## config.mk

```make
export PLATFORM = sky130hd
export DESIGN_NAME = pwm_mod
export DESIGN_NICKNAME = d
export VERILOG_FILES = /design/src/rtl/pwm_mod.sv
export SDC_FILE = /design/constraint.sdc
export NUM_CORES = 1
export LEC_CHECK = 0
export BUFFER_PORTS_ARGS = -buffer_cell sky130_fd_sc_hd__buf_2
export CAP_MARGIN = 0
export CELL_PAD_IN_SITES_DETAIL_PLACEMENT = 0
export CELL_PAD_IN_SITES_GLOBAL_PLACEMENT = 1
export CORE_MARGIN = 2
export CORE_UTILIZATION = 40
export DETAILED_ROUTE_END_ITERATION = 7
export GPL_TIMING_DRIVEN = 0
export PLACE_DENSITY = 0.76
export REMOVE_ABC_BUFFERS = 1
export SETUP_SLACK_MARGIN = 0.2
export SLEW_MARGIN = 20
export SYNTH_ARGS = -nofsm -noshare
export SYNTH_HDL_FRONTEND = slang
export SYNTH_SLANG_ARGS = --single-unit
```

## constraint.sdc

```tcl
create_clock -name clk -period 2.85 [get_ports clk]
set_input_delay 0.57 -clock clk [delete_from_list [all_inputs] [get_ports clk]]
set_output_delay 0.57 -clock clk [all_outputs]
set_load 0.05 [all_outputs]
```

## src/rtl/pwm_mod.sv

```systemverilog
// Restoring remainder unit: one dividend bit per cycle.
// No dependencies.
`timescale 1ns / 1ps
`default_nettype none
module pwm_mod #(
  parameter int DVD_W = 16,
  parameter int DIV_W = 5
) (
  input  wire logic             clk,
  input  wire logic             rst_n,
  input  wire logic             start,
  input  wire logic [DVD_W-1:0] dividend,
  input  wire logic [DIV_W-1:0] divisor,
  output logic                  done,
  output logic      [DIV_W-1:0] rem
);

  localparam int STEP_W = $clog2(DVD_W + 1);

  logic              busy_r, busy_nxt;
  logic              done_r, done_nxt;
  logic [STEP_W-1:0] step_r, step_nxt;
  logic [DVD_W-1:0]  shift_r, shift_nxt;
  logic [DIV_W-1:0]  div_r, div_nxt;
  logic [DIV_W-1:0]  rem_r, rem_nxt;
  logic [DIV_W:0]    trial;

  assign trial = {rem_r, shift_r[DVD_W-1]};

  // one shift and conditional subtract per cycle
  always_comb begin
    busy_nxt  = busy_r;
    done_nxt  = 1'b0;
    step_nxt  = step_r;
    shift_nxt = shift_r;
    div_nxt   = div_r;
    rem_nxt   = rem_r;
    if (start) begin
      busy_nxt  = 1'b1;
      step_nxt  = STEP_W'(DVD_W);
      shift_nxt = dividend;
      div_nxt   = divisor;
      rem_nxt   = '0;
    end else if (busy_r) begin
      if (trial >= {1'b0, div_r}) begin
        rem_nxt = DIV_W'(trial - {1'b0, div_r});
      end else begin
        rem_nxt = trial[DIV_W-1:0];
      end
      shift_nxt = shift_r << 1;
      step_nxt  = step_r - 1'b1;
      if (step_r == STEP_W'(1)) begin
        busy_nxt = 1'b0;
        done_nxt = 1'b1;
      end
    end
  end

  always_ff @(posedge clk) begin
    if (!rst_n) begin
      busy_r <= 1'b0;
      done_r <= 1'b0;
      step_r <= '0;
    end else begin
      busy_r <= busy_nxt;
      done_r <= done_nxt;
      step_r <= step_nxt;
    end
    shift_r <= shift_nxt;
    div_r   <= div_nxt;
    rem_r   <= rem_nxt;
  end

  assign done = done_r;
  assign rem  = rem_r;

endmodule
`default_nettype wire

```

* Yosys cells after proc, flatten, opt, wreduce, memory -nomap -nowiden
Index checks and enable logic that the tools add are counted.
** Operators by class
- Add/sub/neg operators :: 2
- $lt $le $gt $ge :: 1
- Equality and inequality tests :: 1
- Muxes and demuxes :: 9
- Bitwise operators :: 2
- Reductions and logical operators :: 3
** Operator list (count)
- 2-to-1 mux 16 bit :: 2
- 2-to-1 mux 5 bit :: 3
- greater-or-equal comparator 6 x 5 -> 1 bit :: 1
- == test 5 x 1 -> 1 bit (second input constant) :: 1
- subtractor 5 x 1 -> 5 bit (second input constant) :: 1
- subtractor 5 bit :: 1
- 2-to-1 mux 1 bit :: 4
- OR reduction 3 bit :: 1
- inverter 1 bit :: 2
- nonzero test 2 bit :: 1
- OR reduction 2 bit :: 1
** Word-level totals
- Bits in registers :: 33

* Longest topological paths before layout
Gate-level depths: netlist of the first run.
- Word-level depth :: 4
- Mapped depth :: 8

* Least setup slack after synthesis of the first run
OpenSTA, ideal clock, no wires.
- Path type :: reg2reg
- From :: reg rem_r[0] (netlist: rem[0])
- To :: reg rem_r[1] (netlist: rem[1])
- Data arrival time :: 1938 ps
- Required time :: 2714 ps
- Path slack :: 776 ps
- Stages on the path, launching flop included :: 6
- Path buffers :: 0
- Cell sequence :: dfxtp_1 > ha_1 > a21o_1 > a221oi_4 > mux2i_1 > a211oi_2
** On the way
- Cells in the longest elaborated chain, start to end :: 2
- Elaborated cells on any way between the ends :: 3
- Those cells by class :: add/sub (1); order compare (1); mux (1)
** Ends and longest elaborated chain
- from (decl) :: RTL line 25 : logic [DIV_W-1:0] rem_r, rem_nxt;
- from (signal assigned) :: RTL line 71 : rem_r <= rem_nxt;
- subtractor 5 bit or greater-or-equal comparator 6 x 5 -> 1 bit (tied branches) :: RTL line 46, 45
- 2-to-1 mux 5 bit * :: RTL line 45 : if (trial >= {1'b0, div_r}) begin
Mark *: on every way between the ends. The rest lies on a longest branch, timed or not.
A chain may end at the register's enable or synchronous reset.

* Final worst setup path of the first run
- From :: reg shift_r[15]
- To :: reg rem_r[1] (netlist: rem[1])
** On the way
- Cells in the longest elaborated chain, start to end :: 2
- Elaborated cells on any way between the ends :: 3
- Those cells by class :: add/sub (1); order compare (1); mux (1)
** Ends and longest elaborated chain
- from (decl) :: RTL line 23 : logic [DVD_W-1:0] shift_r, shift_nxt;
- from (signal assigned) :: RTL line 69 : shift_r <= shift_nxt;
- subtractor 5 bit or greater-or-equal comparator 6 x 5 -> 1 bit (tied branches) :: RTL line 46, 45
- 2-to-1 mux 5 bit * :: RTL line 45
Marks and branches as above.

==> out/results.tsv, run 1 <==
metric	value	unit
CP Class	flip-flop to flip-flop	
worst-path cell chain	inv_1 > ha_1 > inv_1 > fa_1 > a21o_1 > a221oi_4 > mux2i_1 > a211oi_2	
crit-path most repeated cell	inv_1	
CTS tree	done	
unrepaired setup endpoints after global routing	false	
largest net degree at the start of global routing	28	
Skew-Pair Late Insertion Delay	0.28	ns
Std-Cell Core Area	3661	sq um
final hold violations	0	
met3 usage	5.451	%
dpl hpwl	1934	microns
Die Area	4336	sq um
R2R Path Start	shift_r[15]$_DFFE_PP_	
Hold Path Stages	1	
drt pass-1 iters	4	
non-filler cells, final	198	
setup bufs post-CTS	0	
vias in the first global route	990	
Hold-fix buffers, CTS	0	
H-tree depth	2	
fmax	0.4388	GHz
Yosys warnings	0	
Worst path max stage delay	0.46	ns
first-pass GRT wire length	4236	microns
Final Critical Period	2.279	ns
HP Class	input pin to flip-flop	
Startpoint Class	flip-flop	
total grt overflow	0	
DR vias	983	
DRT antenna net count	0	
layout cells sized above 1	36.00	%
Req. time, crit path	2.99	ns
maximum vdd drop	0.3820	mV
status	finished clean	
final setup TNS	0	ns
hold path start	divisor[0]	
Largest delay share family, worst path	compound AO/OA/AOI/OAI gates	
relative slew slack	60.78	%
drt total wl	2564	microns
GRT Overall Usage	13.30	%
chip width	65.85	microns
clock slew at reported path FFs	0.06	ns
ant diodes	0	
grt met2 use	22.60	%
Seq cells post-synth	33	
Hold WS	0.4674	ns
cell taking the most area after synthesis	edfxtp_1	
FF-to-FF setup slack	0.57	ns
critical path data arrival time	2.42	ns
vias per cell	4.965	
CP max FO	7	
Crit. End Element	flip-flop	
Clock Skews	0.005655	ns
clk sinks	33	
cts repair resizes	0	
ys async rst share	0	%
Crit-path slowest cell	a221oi_4	
Slew @ Worst Pin	0.5876	ns
clock buffer count from CTS	5	
share of the yosys chip area belonging to registers	56.91	%
number of core rows	22	
GPL Wtd Cong	0.7716	
Slew Viols, Final	0	
Top FF cell, synth	edfxtp_1	
Most Crowded Layer GR	met2	
Stages on worst setup path	8	
MaxCap Viol Count	0	
clock tree buffer depth	2	
Worst Hold End	div_r[0]$_DFFE_PP_	
Lkg Pwr	0.7658	nW
Post-DP Area	1723	sq um
wire length per cell	12.95	microns
RR Endpoint	rem[1]$_SDFFE_PP0P_	
PortBufs	29	
Top Ports	30	
synthesized cell area	1530	sq um
Synth top area share	41.21	%
fill count	330	
die height	65.85	microns
layout net count	181	
count of unique library cells instantiated by Yosys	34	
final instance area	1813	sq um
initial antenna violation count	0	
Avg Cell Area, Syn	13.19	sq um
Post-Place Cells	190	
synthesized netlist cell count	116	
cell depth of the worst flop-to-flop path	8	
GR Layer Usage met1	15.29	%
Final period util	79.96	%
final setup violating endpoints	0	
Area growth, synth to finish	18.48	%
PwrDens	618.5	nW/um^2
Initial DRC Count	49	
post-route DRC violation count	0	
Area contributors post-synth	edfxtp_1 41%, dfxtp_1 16%, mux2_2 11%	
clk root buf	clkbuf_8	
Post-synth EDFFs	21	
Buf/Inv on CP	2	
Starting Density	41.80	%
## flip-flops by register name, summed over array words and instances, names as in the netlist
register and count:
shift_r 16, div_r 5, rem 5, step_r 5, busy_r 1, done 1
## per-stage QoR
stage	utilization, %	power (mW)	worst slack, ns
detailed placement	47.06	0.7853	0.5839
global route	49.52	1.185	0.4248
finish	49.52	1.121	0.5710
global placement	47.06	0.7752	0.6613
CTS	49.52	1.139	0.5540
floorplan	-	0.7258	0.7800
## cell usage in the layout (no fill, tap or decap), types with 2 or more instances in the layout
cell type and instances:
a21o_1 2, a21oi_1 2, a32oi_1 2, buf_2 29
clkbuf_1 2, clkbuf_8 6, dfxtp_1 12, edfxtp_1 21
ha_1 7, inv_1 10, mux2_2 15, mux2i_1 2
nand2_1 4, nand2b_1 2, nor2_1 7, nor3_1 2
o21ai_0 2, xnor2_1 3, xor2_1 4
## cell type report
| class | count | area [sq um] | area share [%] |
|---|---|---|---|
| inverters | 10 | 37.54 | 2.070 |
| repair buffers | 29 | 145.1 | 8.006 |
| flip-flops and latches | 33 | 870.8 | 48.03 |
| clock buffers | 8 | 90.09 | 4.969 |
| well taps | 48 | 60.06 | 3.313 |
| multi-input cells | 70 | 609.3 | 33.61 |
## worst max path at each step
stage                           from             endpoint  slack, ns
6_report       shift_r[15]$_DFFE_PP_  rem[1]$_SDFFE_PP0P_       0.57
2_1_floorplan    rem[0]$_SDFFE_PP0P_  rem[1]$_SDFFE_PP0P_       0.78
4_1_cts        shift_r[15]$_DFFE_PP_  rem[1]$_SDFFE_PP0P_       0.55
3_3_place_gp   shift_r[15]$_DFFE_PP_  rem[1]$_SDFFE_PP0P_       0.66
5_1_grt        shift_r[15]$_DFFE_PP_  rem[1]$_SDFFE_PP0P_       0.42
3_5_place_dp   shift_r[15]$_DFFE_PP_  rem[1]$_SDFFE_PP0P_       0.58
## synthesized netlist by cell type (2+ instances only)
cell type / instances
edfxtp_1: 21
mux2_2: 15
dfxtp_1: 12
inv_1: 10
ha_1: 7
nor2_1: 7
nand2_1: 4
xor2_1: 4
xnor2_1: 3
a21o_1: 2
a21oi_1: 2
a32oi_1: 2
buf_1: 2
mux2i_1: 2
nand2b_1: 2
nor3_1: 2
o21ai_0: 2
## per-layer routing
| layer | up-vias | wire length [microns] |
|---|---|---|
| li1 | 486 | - |
| met1 | 475 | 1112 |
| met2 | 22 | 1304 |
| met3 | 0 | 146 |
| met4 | 0 | 0 |
| met5 | - | 0 |
## logic make-up after synthesis
kind of cell | Yosys count | synth area share [%]
adder cells (fa/ha/maj) | 8 | 7.032
buffers and inverters | 13 | 3.271
AO/OA/AOI/OAI | 15 | 8.423
XOR/XNOR | 7 | 4.007
flip-flops | 33 | 56.91
AND/OR/NAND/NOR | 23 | 8.014
multiplexers | 17 | 12.35
## where the power goes
| part | leakage (nW) | internal [mW] | total, mW | switching (mW) |
|---|---|---|---|---|
| Sequential | 0.309 | 0.557 | 0.578 | 0.0212 |
| Clock | 0.0455 | 0.197 | 0.348 | 0.152 |
| Combinational | 0.412 | 0.0872 | 0.195 | 0.108 |
| Total | 0.766 | 0.841 | 1.12 | 0.281 |
Power figures use the tool's default switching activity.
==> run 2, diff against run 1 <==
Settings changed: ABC_AREA set to 1, PLACE_DENSITY 0.76 to 0.81.
Clock period 2.85 ns to 2.17 ns, I/O delays scaled along.
==> run 2 against run 1 <==
  * Non-clock buffer count is the same
  * Final cell count is 41% higher
  * Sequential cell count stayed put
  * Register-to-register slack lost 0.14 ns
  * Sequential share of layout area is 2.5 points lower
  * Combinational power up 57%
  * First-iteration DRC count down 22%
  * Clock power increased by 26%
  * Critical path type unchanged
==> out/results.tsv, run 2 <==
metric	value	unit	change
status	finished clean		unchanged
HP Class	input pin to flip-flop		unchanged
Startpoint Class	flip-flop		unchanged
Hold Path Stages	1		unchanged
commonest non-fill, non-tap cell in the layout	nand2_1		was buf_2
Design Power	1.504	mW	was 1.121 mW
layout cells sized above 1	19.65	%	was 36.00%
H-tree depth	2		unchanged
Initial DRC Count	38		was 49
Final period util	80.05	%	was 79.96%
layout net count	260		was 181
Std-Cell Core Area	3971	sq um	was 3661 sq um
Worst Hold End	div_r[0]$_DFFE_PP_		unchanged
vias in the first global route	1173		was 990
share of the yosys chip area belonging to registers	53.37	%	was 56.91%
final core utilization	48.17	%	was 49.52%
RR Endpoint	rem[2]$_SDFFE_PP0P_		was rem[1]$_SDFFE_PP0P_
Top FF cell, synth	edfxtp_1		unchanged
Top Ports	30		unchanged
Reg area	870.8	sq um	unchanged
DRT antenna net count	0		unchanged
Largest Register	shift_r		unchanged
most used standard cell by instance count after synthesis	nand2_1		was edfxtp_1
drt pass-1 iters	4		unchanged
Synth top cells by count	80 x nand2_1, 27 x inv_1, 21 x edfxtp_1		was 21 x edfxtp_1, 15 x mux2_2, 12 x dfxtp_1
Hold-fix buffers, CTS	0		unchanged
Req. time, crit path	2.34	ns	was 2.99 ns
first-pass GRT wire length	4816	microns	was 4236 microns
post-route DRC violation count	0		unchanged
Clock Skews	0.006856	ns	was 0.005655 ns
final hold violations	0		unchanged
PwrDens	786.0	nW/um^2	was 618.5 nW/um^2
clk root buf	clkbuf_8		unchanged
Starting Density	41.08	%	was 41.80%
wire length per cell	9.821	microns	was 12.95 microns
critical path data arrival time	1.91	ns	was 2.42 ns
largest net degree at the start of global routing	27		was 28
hold path start	divisor[0]		unchanged
DR vias	1268		was 983
max reg flops	16		unchanged
vias per cell	4.545		was 4.965
unrepaired setup endpoints after global routing	false		unchanged
clock tree buffer depth	2		unchanged
clock slew at reported path FFs	0.06	ns	about the same
ys async rst share	0	%	unchanged
dpl hpwl	2007	microns	was 1934 microns
Yosys warnings	0		unchanged
R2R Path Start	shift_r[15]$_DFFE_PP_		unchanged
cell depth of the worst flop-to-flop path	12		was 8
CP max FO	5		was 7
Seq cells post-synth	33		unchanged
Lkg Pwr	0.9806	nW	was 0.7658 nW
Slew Viols, Final	0		unchanged
GRT Overall Usage	14.25	%	was 13.30%
relative slew slack	55.64	%	was 60.78%
Avg Cell Area, Syn	8.367	sq um	was 13.19 sq um
CP Class	flip-flop to flip-flop		unchanged
Die Area	4606	sq um	was 4336 sq um
final setup violating endpoints	0		unchanged
chip width	67.87	microns	was 65.85 microns
FF-to-FF setup slack	0.43	ns	was 0.57 ns
PortBufs	29		unchanged
number of core rows	23		was 22
synthesized netlist cell count	195		was 116
synthesized cell area	1632	sq um	was 1530 sq um
Area contributors post-synth	edfxtp_1 39%, nand2_1 18%, dfxtp_1 15%		was edfxtp_1 41%, dfxtp_1 16%, mux2_2 11%
MaxCap Viol Count	0		unchanged
die height	67.87	microns	was 65.85 microns
Synth top area share	38.65	%	was 41.21%
initial antenna violation count	0		unchanged
fill count	407		was 330
count of unique library cells instantiated by Yosys	23		was 34
maximum vdd drop	0.5219	mV	was 0.3820 mV
Final Critical Period	1.737	ns	was 2.279 ns
Crit. End Element	flip-flop		unchanged
Area growth, synth to finish	17.25	%	was 18.48%
clk sinks	33		unchanged
multi-input combinational cell area	641.9	sq um	was 609.3 sq um
Post-Place Cells	271		was 190
CTS tree	done		unchanged
non-filler cells, final	279		was 198
drt total wl	2740	microns	was 2564 microns
clock buffer count from CTS	5		unchanged
fmax	0.5757	GHz	was 0.4388 GHz
ant diodes	0		unchanged
most frequent cells in the layout	80 x nand2_1, 29 x buf_2, 27 x inv_1, 21 x edfxtp_1, 12 x dfxtp_1		was 29 x buf_2, 21 x edfxtp_1, 15 x mux2_2, 12 x dfxtp_1, 10 x inv_1
total grt overflow	0		unchanged
GPL Wtd Cong	0.7953		was 0.7716
Post-synth EDFFs	21		unchanged
cell taking the most area after synthesis	edfxtp_1		unchanged
Skew-Pair Late Insertion Delay	0.28	ns	about the same
final setup TNS	0	ns	unchanged
Slew @ Worst Pin	0.6647	ns	was 0.5876 ns
## run 2: cell count changes after synthesis, sizes merged, moves of 2 or more
cell	change
a32oi	-2
xor2	-3
nand2	+79
mux2i	-2
nor2	+8
nand2b	-2
inv	+19
a21o	-2
a211oi	-2
mux2	-15
nand3	+10
xnor2	-2
## run 2: what timing repair did
| action | in CTS | in global routing |
|---|---|---|
| resized for setup | 0 | 1 |
| endpoints found under the setup margin | 0 | 4 |
| setup buffers | 0 | 0 |
## run 2: per-layer routing
metal | part of all wire, % | global-route usage, % | vias up
met4 | 0.62 | 5.250 | 0
li1 | - | - | 674
met3 | 5.1 | 4.934 | 2
met1 | 51 | 17.99 | 562
met2 | 44 | 22.67 | 30
met5 | 0 | 0 | -
## run 2: per-stage QoR
step	area (sq um)	worst slack, ns	hold slack [ns]
floorplan	1617	0.4841	0.4446
global placement	1824	0.1286	0.4594
detailed placement	1824	0.09805	0.4702
CTS	1908	0.3511	0.3213
global route	1913	0.2546	0.3134
finish	1913	0.4329	0.3320
## run 2: final cells by class
class | instances | share of cell area, %
clock inverters | 2 | 0.5886
flip-flops and latches | 33 | 45.52
clock buffers | 6 | 3.793
multi-input cells | 130 | 33.55
inverters | 29 | 5.690
repair buffers | 29 | 7.587
well taps | 50 | 3.270
## run 2: worst max path at each step
| stage | depth (start not counted) | end | start |
|---|---|---|---|
| 2_1_floorplan | 9 | rem[0]$_SDFFE_PP0P_ | rem[2]$_SDFFE_PP0P_ |
| 3_3_place_gp | 3 | shift_r[11]$_DFFE_PP_ | start |
| 3_5_place_dp | 3 | shift_r[11]$_DFFE_PP_ | start |
| 4_1_cts | 12 | rem[2]$_SDFFE_PP0P_ | shift_r[15]$_DFFE_PP_ |
| 5_1_grt | 12 | rem[4]$_SDFFE_PP0P_ | shift_r[15]$_DFFE_PP_ |
| 6_report | 12 | rem[2]$_SDFFE_PP0P_ | shift_r[15]$_DFFE_PP_ |
## run 2: kinds of logic after synthesis
| logic type | synth area share, % |
|---|---|
| flops | 53.37 |
| simple gates | 28.30 |
| buf+inv | 7.592 |
| xor+xnor | 1.074 |
| compound gates | 3.067 |
| fa+ha+maj | 6.595 |
## run 2: critical path: stages (launching register included)
cell	delay [ns]
edfxtp_1	0.35
inv_1	0.08
ha_1	0.14
inv_1	0.06
fa_1	0.41
inv_1	0.07
nand2_1	0.06
inv_1	0.06
nor2_2	0.05
nor2_4	0.14
nand2_1	0.07
nand3_1	0.08
nand2_1	0.05
## run 2: power by group
part	internal, mW	switching (mW)	total (mW)
clock network	0.222	0.217	0.440
registers	0.732	0.0268	0.758
logic	0.108	0.197	0.306
total	1.06	0.442	1.50
